`src/rtl/dfiir_pkg.sv`:
```
// Shared types, widths and codes for the direct-form IIR filter.
package dfiir_pkg;

    localparam int MAX_TAPS    = 16;
    localparam int TAP_W       = 4;
    localparam int CNT_W       = 5;
    localparam int SAMPLE_BITS = 24;
    localparam int PROD_W      = 2 * SAMPLE_BITS;
    localparam int ACC_W       = 56;
    localparam int HALF_W      = ACC_W / 2;
    localparam int NOP_W       = HALF_W + 1;
    localparam int NPROD_W     = NOP_W + SAMPLE_BITS;
    localparam int NUM_W       = 82;
    localparam int DEN_W       = 2 * SAMPLE_BITS;
    localparam int DIV_STEPS   = SAMPLE_BITS;
    localparam int DSTEP_W     = 5;
    localparam int NSTEP_W     = 3;

    typedef logic signed [SAMPLE_BITS-1:0] sample_t;

    localparam logic [1:0] ACT_WRITE_B = 2'd0;
    localparam logic [1:0] ACT_WRITE_A = 2'd1;
    localparam logic [1:0] ACT_FILTER  = 2'd2;
    localparam logic [1:0] ACT_CLEAR   = 2'd3;

    localparam logic [1:0] ST_OK      = 2'd0;
    localparam logic [1:0] ST_SAT     = 2'd1;
    localparam logic [1:0] ST_A0_ZERO = 2'd2;

    localparam logic [1:0] CFG_NB = 2'd0;
    localparam logic [1:0] CFG_NA = 2'd1;
    localparam logic [1:0] CFG_CM = 2'd2;

    // numerator steps: squared magnitude first, then the four partial products
    localparam logic [NSTEP_W-1:0] NSTEP_DEN      = 3'd0;
    localparam logic [NSTEP_W-1:0] NSTEP_ACC_LO   = 3'd1;
    localparam logic [NSTEP_W-1:0] NSTEP_ACC_HI   = 3'd2;
    localparam logic [NSTEP_W-1:0] NSTEP_CROSS_LO = 3'd3;
    localparam logic [NSTEP_W-1:0] NSTEP_CROSS_HI = 3'd4;

    typedef struct packed {
        logic load;
        logic init;
        logic step;
        logic round;
    } div_cmd_t;

    typedef struct packed {
        logic               accept;
        logic               cplx;
        logic               mac_valid;
        logic               mac_fb;
        logic [TAP_W-1:0]   mac_idx;
        logic               num_valid;
        logic [NSTEP_W-1:0] num_step;
        div_cmd_t           div;
        logic               out_load;
    } cmd_t;

    typedef struct packed {
        logic out_busy;
    } stat_t;

endpackage

```
`src/rtl/dfiir_ctrl.sv`:
```
// Controller: configuration registers and the sequencer for the tap walk and divide.
module dfiir_ctrl (
    input  logic                 clk,
    input  logic                 rst_n,
    input  logic                 in_valid,
    input  logic [1:0]           action,
    output logic                 in_stall,
    input  logic                 cfg_valid,
    input  logic [1:0]           cfg_index,
    input  logic [4:0]           cfg_data,
    output logic                 cfg_ready,
    input  dfiir_pkg::stat_t     stat,
    output dfiir_pkg::cmd_t      cmd
);

    localparam int CW = dfiir_pkg::CNT_W;
    localparam int TW = dfiir_pkg::TAP_W;
    localparam int DSW = dfiir_pkg::DSTEP_W;

    localparam logic [3:0] S_IDLE   = 4'd0;
    localparam logic [3:0] S_FF     = 4'd1;
    localparam logic [3:0] S_FB     = 4'd2;
    localparam logic [3:0] S_MFLUSH = 4'd3;
    localparam logic [3:0] S_NUM    = 4'd4;
    localparam logic [3:0] S_NFLUSH = 4'd5;
    localparam logic [3:0] S_DLOAD  = 4'd6;
    localparam logic [3:0] S_DINIT  = 4'd7;
    localparam logic [3:0] S_DSTEP  = 4'd8;
    localparam logic [3:0] S_DROUND = 4'd9;
    localparam logic [3:0] S_FINISH = 4'd10;

    logic [3:0]   state_reg, state_next;
    logic [TW-1:0] j_reg, j_next;
    logic [dfiir_pkg::NSTEP_W-1:0] n_reg, n_next;
    logic [DSW-1:0] d_reg, d_next;
    logic [CW-1:0] nb_reg, na_reg;
    logic          cm_reg;
    logic [CW-1:0] nb_eff, na_eff;
    logic          accept;

    always_comb
    begin
        nb_eff = (nb_reg > CW'(dfiir_pkg::MAX_TAPS)) ? CW'(dfiir_pkg::MAX_TAPS) : nb_reg;
        if (na_reg > CW'(dfiir_pkg::MAX_TAPS))
            na_eff = CW'(dfiir_pkg::MAX_TAPS);
        else if (na_reg == '0)
            na_eff = CW'(1);
        else
            na_eff = na_reg;
    end

    assign accept    = in_valid && (state_reg == S_IDLE);
    assign in_stall  = (state_reg != S_IDLE);
    assign cfg_ready = 1'b1;

    always_comb
    begin
        state_next = state_reg;
        j_next     = j_reg;
        n_next     = n_reg;
        d_next     = d_reg;
        cmd           = '0;
        cmd.accept    = accept;
        cmd.cplx      = cm_reg;
        cmd.mac_idx   = j_reg;
        cmd.num_step  = n_reg;
        unique case (state_reg)
            S_IDLE:
            begin
                if (accept && (action == dfiir_pkg::ACT_FILTER))
                begin
                    if (nb_eff != '0)
                    begin
                        state_next = S_FF;
                        j_next     = '0;
                    end
                    else if (na_eff > CW'(1))
                    begin
                        state_next = S_FB;
                        j_next     = TW'(1);
                    end
                    else
                        state_next = S_MFLUSH;
                end
            end
            S_FF:
            begin
                cmd.mac_valid = 1'b1;
                if ({1'b0, j_reg} == nb_eff - 1'b1)
                begin
                    if (na_eff > CW'(1))
                    begin
                        state_next = S_FB;
                        j_next     = TW'(1);
                    end
                    else
                        state_next = S_MFLUSH;
                end
                else
                    j_next = j_reg + 1'b1;
            end
            S_FB:
            begin
                cmd.mac_valid = 1'b1;
                cmd.mac_fb    = 1'b1;
                if ({1'b0, j_reg} == na_eff - 1'b1)
                    state_next = S_MFLUSH;
                else
                    j_next = j_reg + 1'b1;
            end
            S_MFLUSH:
            begin
                state_next = S_NUM;
                n_next     = dfiir_pkg::NSTEP_DEN;
            end
            S_NUM:
            begin
                cmd.num_valid = 1'b1;
                if (n_reg == dfiir_pkg::NSTEP_CROSS_HI)
                    state_next = S_NFLUSH;
                else
                    n_next = n_reg + 1'b1;
            end
            S_NFLUSH:
                state_next = S_DLOAD;
            S_DLOAD:
            begin
                cmd.div.load = 1'b1;
                state_next   = S_DINIT;
            end
            S_DINIT:
            begin
                cmd.div.init = 1'b1;
                d_next       = '0;
                state_next   = S_DSTEP;
            end
            S_DSTEP:
            begin
                cmd.div.step = 1'b1;
                if (d_reg == DSW'(dfiir_pkg::DIV_STEPS - 1))
                    state_next = S_DROUND;
                else
                    d_next = d_reg + 1'b1;
            end
            S_DROUND:
            begin
                cmd.div.round = 1'b1;
                state_next    = S_FINISH;
            end
            S_FINISH:
            begin
                if (!stat.out_busy)
                begin
                    cmd.out_load = 1'b1;
                    state_next   = S_IDLE;
                end
            end
            default:
                state_next = S_IDLE;
        endcase
    end

    always_ff @(posedge clk or negedge rst_n)
    begin
        if (!rst_n)
        begin
            state_reg <= S_IDLE;
            j_reg     <= '0;
            n_reg     <= '0;
            d_reg     <= '0;
            nb_reg    <= CW'(1);
            na_reg    <= CW'(1);
            cm_reg    <= 1'b0;
        end
        else
        begin
            state_reg <= state_next;
            j_reg     <= j_next;
            n_reg     <= n_next;
            d_reg     <= d_next;
            if (cfg_valid && cfg_ready)
            begin
                unique case (cfg_index)
                    dfiir_pkg::CFG_NB: nb_reg <= cfg_data;
                    dfiir_pkg::CFG_NA: na_reg <= cfg_data;
                    dfiir_pkg::CFG_CM: cm_reg <= cfg_data[0];
                    default: ;
                endcase
            end
        end
    end

endmodule

```
`config.mk`:
```
export PLATFORM = sky130hd
export DESIGN_NAME = dfiir_ctrl
export DESIGN_NICKNAME = d
export VERILOG_FILES = /design/src/rtl/dfiir_pkg.sv /design/src/rtl/dfiir_ctrl.sv
export SDC_FILE = /design/constraint.sdc
export NUM_CORES = 1
export LEC_CHECK = 0
export BUFFER_PORTS_ARGS = -buffer_cell sky130_fd_sc_hd__buf_2
export CORE_ASPECT_RATIO = 0.7
export CORE_MARGIN = 1.5
export CORE_UTILIZATION = 50
export DETAILED_ROUTE_END_ITERATION = 16
export GPL_TIMING_DRIVEN = 0
export PLACE_DENSITY = 0.73
export SLEW_MARGIN = 20
export SYNTH_ARGS = -nofsm -noshare
export SYNTH_HDL_FRONTEND = slang
export SYNTH_SLANG_ARGS = --single-unit
```
`constraint.sdc`:
```
create_clock -name clk -period 3.2 [get_ports clk]
set_input_delay 0.32 -clock clk [delete_from_list [all_inputs] [get_ports clk]]
set_output_delay 0.32 -clock clk [all_outputs]
set_load 0.01 [all_outputs]
```
* Word-level counts from Yosys, hierarchy flattened
Index checks and enable logic that the tools add are counted.
** Word-level totals
- Memories kept :: 0
- ROM bits :: 0
- Logic and storage cells :: 90
- Flip-flop bits (word level) :: 27
- Bits in latches :: 0
- Output and inout bits :: 19
- Input port bits :: 14
- Memory bits (writable) :: 0
** Cells by class
- Multiply operators :: 0
- $add $sub $neg :: 5
- Bitwise operators :: 0
- Divide/modulo/power cells :: 0
- Equal/unequal tests :: 26
- Mux-type cells :: 31
- Shift operators :: 0
- Reduce and logical (&&, ||, !) cells :: 18
- Magnitude comparators :: 3
** Operator list (count)
- 4-bit 2-to-1 mux :: 11
- 4-bit one-hot mux with 11 select lines :: 1
- 5-bit 2-to-1 mux :: 4
- 4-bit by 3-bit == test with 1-bit output (second input constant) :: 4
- 2-bit inequality test (second input constant) :: 8
- 4-bit == test (second input constant) :: 3
- 4-bit one-hot mux with 3 select lines :: 1
- 4-bit by 5-bit == test with 1-bit output :: 2
- 5-bit greater-than comparator (second input constant) :: 2
- 1-bit 2-to-1 mux :: 10
- 5-bit one-hot mux with 2 select lines :: 1
- 2-bit AND reduction :: 5
- 5-bit by 1-bit subtractor with 5-bit output (second input constant) :: 2
- 4-bit by 2-bit == test with 1-bit output (second input constant) :: 2
- 3-bit one-hot mux with 2 select lines :: 1
- 6-bit AND reduction :: 1
- 5-bit by 1-bit adder with 5-bit output (second input constant) :: 1
- 5-bit == test (second input constant) :: 1
- 5-bit by 1-bit greater-than comparator with 1-bit output (second input constant) :: 1
- 5-bit logical NOT :: 1
- 5-bit nonzero test :: 1
- 4-bit by 1-bit adder with 4-bit output (second input constant) :: 1
- 2-bit == test (second input constant) :: 2
- 4-bit by 1-bit == test with 1-bit output (second input constant) :: 1
- other kinds (14) :: 16

* Logic depth before layout (Yosys ltp)
Gate-level depths: netlist of run 1.
- Depth after elaboration :: 8
- Mapped depth :: 11
- Mapped depth without buffers :: 10

* Least setup slack after synthesis of run 1
OpenSTA, ideal clock, no wires.
- Path kind :: register to register
- From :: register na_reg[4]
- To :: register j_reg[3]
- Path slack :: 0.770 ns
- Data arrival time :: 2.309 ns
- Setup time :: 0.121 ns
- Clock period less this slack :: 2.430 ns
- Stages on the path, launching flop included :: 12
- Path through :: dfrtp_1 > buf_6 > or4_4 > nand2_1 > inv_1 > ha_1 > xor2_1 > xnor2_1 > o2111ai_2 > o21ai_2 > o21ai_0 > a22o_1
** Between the ends
- Longest elaborated chain between the ends :: 8
** Ends and longest elaborated chain
- start: declaration :: line dfiir_ctrl.sv:36 : logic [CW-1:0] nb_reg, na_reg;
- start signal: assignment :: line dfiir_ctrl.sv:185 : dfiir_pkg::CFG_NA: na_reg <= cfg_data;
- parallel branches: the longest is 2 deep, another holds 5-bit greater-than comparator
- 5-bit 2-to-1 mux * :: line dfiir_ctrl.sv:44 : if (na_reg > CW'(dfiir_pkg::MAX_TAPS))
- 5-bit by 1-bit greater-than comparator with 1-bit output :: line dfiir_ctrl.sv:77, dfiir_ctrl.sv:91
- 4-bit 2-to-1 mux (3 in a row)
- 4-bit one-hot mux with 3 select lines
- end signal: assignment :: line dfiir_ctrl.sv:178 : j_reg <= j_next;
- end: declaration :: line dfiir_ctrl.sv:33 : logic [TW-1:0] j_reg, j_next;
Every way passes the cells marked *. The select of a mux whose other input is x is not followed.
A chain may end at the register's enable or synchronous reset.

* Worst setup path after layout of run 1
Same ends and word-level chain as after synthesis.

==> results of run 1 <==
-- synth_stat cells (4+ instances only) --
cell type	number	area share (%)
dfrtp_1	25	35
nand2_1	16	3.4
o21ai_0	16	4.5
nor2_1	15	3.2
mux2_2	11	7.0
ha_1	7	4.9
inv_1	7	1.5
nand2b_1	7	2.5
a21oi_1	5	1.4
clkbuf_1	5	1.1
xnor2_1	5	2.5
xor2_1	5	2.5
mux2i_1	4	2.3
nand3_1	4	1.1
nand3b_1	4	1.7
nor3_1	4	1.1
-- layer usage --
layer	GRT usage [%]	vias up	wire length, um
met2	36.0	51	1840
met4	4.94	0	28
li1	-	749	-
met1	32.6	770	1890
met3	4.62	6	240
met5	0	-	0
-- per-stage QoR --
stage / utilization (%) / total power [W] / hold WS, ps / cell area, sq um
detailed placement: 61.1 / 0.00134 / 371 / 1990
finish: 62.6 / 0.00156 / 29.7 / 2040
CTS: 62.6 / 0.00156 / 55.2 / 2040
global placement: 61.1 / 0.00131 / 359 / 1990
global route: 62.6 / 0.00169 / 70.1 / 2040
floorplan: - / 0.00111 / 24.4 / 1770
-- worst min-delay path by stage --
stage | slack [ps] | cells past startpoint | endpoint | startpoint
after floorplan | 20 | 0 | cm_reg | rst_n
after global placement | 360 | 1 | j_reg[2] | rst_n
after detailed placement | 370 | 1 | j_reg[1] | rst_n
after CTS | 60 | 1 | d_reg[4] | rst_n
after global routing | 70 | 1 | d_reg[4] | rst_n
final | 30 | 1 | j_reg[1] | rst_n
-- cell usage in the layout (no fill, tap or decap), types with 3 or more instances in the layout --
cell / netlist / routed
buf_2: 0 / 31
dfrtp_1: 25 / 25
nand2_1: 16 / 16
o21ai_0: 16 / 16
nor2_1: 15 / 15
mux2_2: 11 / 11
inv_1: 7 / 7
nand2b_1: 7 / 7
ha_1: 7 / 7
clkbuf_1: 5 / 5
a21oi_1: 5 / 5
xor2_1: 5 / 5
xnor2_1: 5 / 5
nor3_1: 4 / 4
nand3b_1: 4 / 4
mux2i_1: 4 / 4
nand3_1: 4 / 4
and3_1: 3 / 3
o31a_1: 3 / 3
nor2b_1: 3 / 3
buf_4: 3 / 3
clkbuf_8: 0 / 3
-- where the power goes --
part | total [W] | switching, W | internal (W) | leakage, nW
Clock | 0.000211 | 0.000119 | 0.0000917 | 0.0261
Combinational | 0.000815 | 0.000476 | 0.000340 | 0.564
Sequential | 0.000535 | 0.0000990 | 0.000436 | 0.339
Total | 0.00156 | 0.000694 | 0.000867 | 0.930
-- layout make-up --
cell class              instances  area share, %
multi-input cells             147           49.9
clock inverters                 1          0.430
well taps                      47           2.89
clock buffers                   3           2.03
repair buffers                 31           7.62
inverters                       7           1.29
plain buffers                   9           2.58
flip-flops and latches         27           33.3
-- cell families after synthesis --
kind of cell	Yosys count	share of synthesized area (%)
AND/OR/NAND/NOR	69	20.8
AO/OA/AOI/OAI	45	17.2
flip-flops	27	38.2
buffers and inverters	16	4.45
multiplexers	15	9.25
XOR/XNOR	10	4.94
adder cells (fa/ha/maj)	7	4.94
other	1	0.212
==> reports/results.txt, run 1 <==
Share of cells above drive strength 1 - 26.2%
Worst-Margin Slew - 772 ps
Crit end category - register
Post-synth EDFFs - 0
TritonCTS clock tree - done
Avg Vias per Cell - 5.79
Worst Setup SP - na_reg[4]
GPL Wtd Cong - 0.889
Synthesized flop and latch total - 27
Final Net Count - 247
Outcome - completed
Post-CTS Setup Inserts - 0
Vias in the first global route - 1,440
Critical path buffers and inverters - 2
Routed wire per std cell - 14.7 um
Cts hold-fix bufs - 0
Tightest Hold Check Type - input port to asynchronous set/reset pin
Clk_lat worst skew - 280 ps
Row count - 17
Ys flop type - dfrtp_1
Drt pass-1 iters - 4
DRC violation count after routing - 0
First-pass GRT wire length - 6770 um
Starting Density - 54.5%
Ys Warns - 0
DIE AREA - 0.00392 sq mm
Reg2reg start - na_reg[4]
Mapped Cells - 190
Yosys cell types - 52
Max incr delay on CP - 520 ps
CP delay by family, top - compound AO/OA/AOI/OAI gates
Arrival time worst endpoint - 2830 ps
Die Height - 52.8 um
Global Route Usage Sum - 22.9%
Max Freq - 0.377 GHz
Worst Setup EP - j_reg[3]
Pre-CTS WS - 576 ps
Leakage - 0.930 nW
Power per Cell Area - 766 mW/mm^2
Async set-reset flop share out of synthesis - 100%
Largest net degree at the start of global routing - 28
Endpoints failing setup - 0
Slew Viols, Final - 0
Max-slew headroom - 48.4%
Clk root buf - clkbuf_8
Maximum VDD drop - 0.424 mV
Worst Skew - 2.85 ps
Register area share after synthesis - 38.2%
Worst r2r path cells - 11
Crit-path slowest cell - or4_4
Routed via count - 1,576
Detail Route Antenna Nets - 0
TNS Setup - 0 ps
Cells along the critical path - buf_6 -> or4_4 -> nand2_1 -> inv_1 -> ha_1 -> xor2_1 -> xnor2_1 -> o2111ai_2 -> o21ai_2 -> o21ai_0 -> a22o_1
Synthesized cell area - 0.00177 sq mm
RSZ-0062 raised after global routing - no
Layout Cells excl Fill - 272
# diodes - 0
Number of I/O pins - 33
Net Count, Synth - 211
Width of the die - 74.2 um
Initial drt markers - 198
CP Data Required Time - 3380 ps
Final Hold Fails - 0
Reg2reg setup slack - 540 ps
Layout area overhead - 14.9%
Clock slew at reported path FFs - 100 ps
Max Cap Viol - 0
Final worst slack - 544 ps
WS Path Type - register to register
Area of the multi-input gates - 0.00102 sq mm
Crit Path Max Fanout - 9
CP Depth - 11
Storage cell area - 678 sq um
Layout fillers - 283
Final wirelength - 3990 um
Avg Synthesized Cell Area - 9.33 sq um
Clock Sink Count - 27
Detailed placer's ending HPWL - 3010 um
Fin crit period - 2660 ps
Placed cell count - 268
CORE AREA - 0.00325 sq mm
CTS buffer count - 3
Gr ovfl total - 0
# port buffers - 31
Worst r2r dst - j_reg[3]
# H-tree levels - 1
Initial antenna violation count - 0
CTS resizes - 0
Largest buffer count on any clock path - 2
Startpoint Class - register
Period utilisation layout - 83.0%
Note: power is estimated with default switching activity, not from simulation.
==> run 2: changes to the inputs <==
--- a/config.mk
+++ b/config.mk
@@ -11,7 +11,7 @@
 export CORE_UTILIZATION = 50
 export DETAILED_ROUTE_END_ITERATION = 16
 export GPL_TIMING_DRIVEN = 0
-export PLACE_DENSITY = 0.73
+export PLACE_DENSITY = 0.76
 export SLEW_MARGIN = 20
 export SYNTH_ARGS = -nofsm -noshare
 export SYNTH_HDL_FRONTEND = slang
==> constraint.sdc (replaced) <==
create_clock -name clk -period 2.3 [get_ports clk]
set_input_delay 0.23 -clock clk [delete_from_list [all_inputs] [get_ports clk]]
set_output_delay 0.23 -clock clk [all_outputs]
set_load 0.01 [all_outputs]
==> run 2 against run 1 <==
Net effect: the flow now finishes with violations (negative setup slack); final area up 5.0%; power up 44%; worst setup slack worse by 580 ps; worst hold slack better by 160 ps; fmax up 13%; highest routed layer unchanged; wire length down 4.2%; combinational power up 50%; global-route usage down 0.94 points; core utilization up 3.1 points; flip-flop and latch count unchanged; first-iteration DRC count down 58%; clock-buffer cell count unchanged.
==> reports/results.txt, run 2 (same netlist as run 1, synthesis figures left out) <==
Clk_lat worst skew - 280 ps (about the same)
Worst-Margin Slew - 745 ps (was 772 ps)
Largest buffer count on any clock path - 2 (unchanged)
Final Net Count - 256 (was 247)
CTS buffer count - 3 (unchanged)
Startpoint Class - register (unchanged)
Dpl cell area - 0.00199 sq mm (about the same)
Worst Hold Depth - 2
GPL Wtd Cong - 0.900 (was 0.889)
Fin crit period - 2340 ps (was 2660 ps)
Crit-path slowest cell - or4_4 (unchanged)
Max Freq - 0.427 GHz (was 0.377 GHz)
Reg2reg setup slack - -40 ps (was 540 ps)
Final Hold Fails - 0 (unchanged)
Clk root buf - clkbuf_8 (unchanged)
Layout area overhead - 20.6% (was 14.9%)
Pre-CTS WS - -218 ps (was 576 ps)
Share of cells above drive strength 1 - 31.6% (was 26.2%)
Gr ovfl total - 0 (unchanged)
Period utilisation layout - 102% (was 83.0%)
CORE AREA - 0.00325 sq mm (unchanged)
Max Cap Viol - 0 (unchanged)
# port buffers - 31 (unchanged)
RSZ-0062 raised after global routing - yes (was no)
Worst Skew - 2.63 ps (was 2.85 ps)
Power per Cell Area - 1050 mW/mm^2 (was 766 mW/mm^2)
End point of the worst hold path - nb_reg[3]
Arrival time worst endpoint - 2520 ps (was 2830 ps)
Clock slew at reported path FFs - 100 ps (about the same)
Drt pass-1 iters - 4 (unchanged)
Worst r2r dst - state_reg[1] (was j_reg[3])
Power Total - 0.00224 W (was 0.00156 W)
Row count - 17 (unchanged)
Starting Density - 54.5% (unchanged)
Die Height - 52.8 um (unchanged)
Routed wire per std cell - 13.6 um (was 14.7 um)
Design area - 0.00214 sq mm (was 0.00204 sq mm)
Initial antenna violation count - 0 (unchanged)
First-pass GRT wire length - 6450 um (was 6770 um)
# diodes - 0 (unchanged)
DRC violation count after routing - 0 (unchanged)
WS Path Type - register to register (unchanged)
Number of I/O pins - 33 (unchanged)
TNS Setup - -101 ps (was 0 ps)
Outcome - finished with violations (was completed)
Hold WS - 193 ps (was 29.7 ps)
Layout fillers - 268 (was 283)
Most frequent cells in the layout - 31 x buf_2, 24 x dfrtp_1, 15 x nand2_1, 15 x nor2_1, 13 x o21ai_0 (was 31 x buf_2, 25 x dfrtp_1, 16 x nand2_1, 16 x o21ai_0, 15 x nor2_1)
Clock Sink Count - 27 (unchanged)
Tightest Hold Check Type - input port to register (was input port to asynchronous set/reset pin)
Largest net degree at the start of global routing - 28 (unchanged)
Width of the die - 74.2 um (unchanged)
Detail Route Antenna Nets - 0 (unchanged)
Cells along the critical path - or4_4 -> nand2_2 -> buf_4 -> ha_1 -> xnor2_1 -> o2111ai_2 -> o221ai_1 -> nand2_1 -> and3_1 (was buf_6 -> or4_4 -> nand2_1 -> inv_1 -> ha_1 -> xor2_1 -> xnor2_1 -> o2111ai_2 -> o21ai_2 -> o21ai_0 -> a22o_1)
Final worst slack - -40.7 ps (was 544 ps)
Avg Vias per Cell - 5.50 (was 5.79)
Routed via count - 1,545 (was 1,576)
Max-slew headroom - 50.2% (was 48.4%)
Global Route Usage Sum - 22.0% (was 22.9%)
DIE AREA - 0.00392 sq mm (unchanged)
Vias in the first global route - 1,387 (was 1,440)
TritonCTS clock tree - done (unchanged)
Crit end category - register (unchanged)
Initial drt markers - 83 (was 198)
Failing checks - negative setup slack
Worst r2r path cells - 9 (was 11)
Most common cell after layout, fill and taps aside - buf_2 (unchanged)
Leakage - 0.974 nW (was 0.930 nW)
Crit Path Max Fanout - 3 (was 9)
Detailed placer's ending HPWL - 2840 um (was 3010 um)
Hold path startpoint - cfg_data[3]
Endpoints failing setup - 5 (was 0)
Maximum VDD drop - 0.622 mV (was 0.424 mV)
Reg2reg start - na_reg[3] (was na_reg[4])
# H-tree levels - 1 (unchanged)
CP Data Required Time - 2480 ps (was 3380 ps)
Max incr delay on CP - 550 ps (was 520 ps)
Final wirelength - 3830 um (was 3990 um)
Slew Viols, Final - 0 (unchanged)
## run 2: worst max-delay path by stage
stage	from	endpoint	slack, ps	cells after the start
6_report	na_reg[3]	state_reg[1]	-40	9
4_1_cts	na_reg[3]	j_reg[3]	-50	10
3_3_place_gp	nb_reg[4]	j_reg[2]	-200	8
5_1_grt	na_reg[3]	j_reg[2]	-170	10
2_1_floorplan	na_reg[4]	j_reg[3]	20	11
3_5_place_dp	nb_reg[4]	j_reg[2]	-220	8
## run 2: repair_timing
action,in CTS,in global routing
gates resized for setup,7,1
pin swaps,8,5
endpoints found under the setup margin,6,6
buffers inserted,8,0
hold buffers,1,0
endpoints found under the hold margin,25,0
## run 2: routing by layer
layer  GRT usage, %  up-vias  part of all wire [%]
met5              0        -                     0
met3           4.62        2                   6.1
li1               -      767                     -
met2           31.8       46                    41
met4           5.25        0                  0.31
met1           33.1      730                    53
## run 2: area by class of cell
cell class                 instances  area [sq um]  area share, %
multi-input combinational        147          1050           48.9
inverter                           7          26.3           1.23
sequential                        27           679           31.8
buffer                             9          52.6           2.46
timing repair buffer              40           225           10.5
clock inverter                     1          8.76          0.410
tap                               47          58.8           2.75
clock buffer                       3          41.3           1.93
## run 2: power by group
group	internal, W	switching (W)
clock network	0.000127	0.000160
registers	0.000608	0.000126
logic	0.000541	0.000682
## run 2: worst max-delay path, delay by kind of cell (launching register included)
kind,cells,cell delay (ps)
AND/OR/NAND/NOR,4,890
AO/OA/AOI/OAI,2,440
flip-flops,1,410
adder cells (fa/ha/maj),1,220
XOR/XNOR,1,180
buffers and inverters,1,100
## run 2: metrics by stage
stage	util, %	instances
floorplan	-	190
global placement	61.2	268
detailed placement	61.2	268
CTS	65.5	281
global route	65.7	281
finish	65.7	281
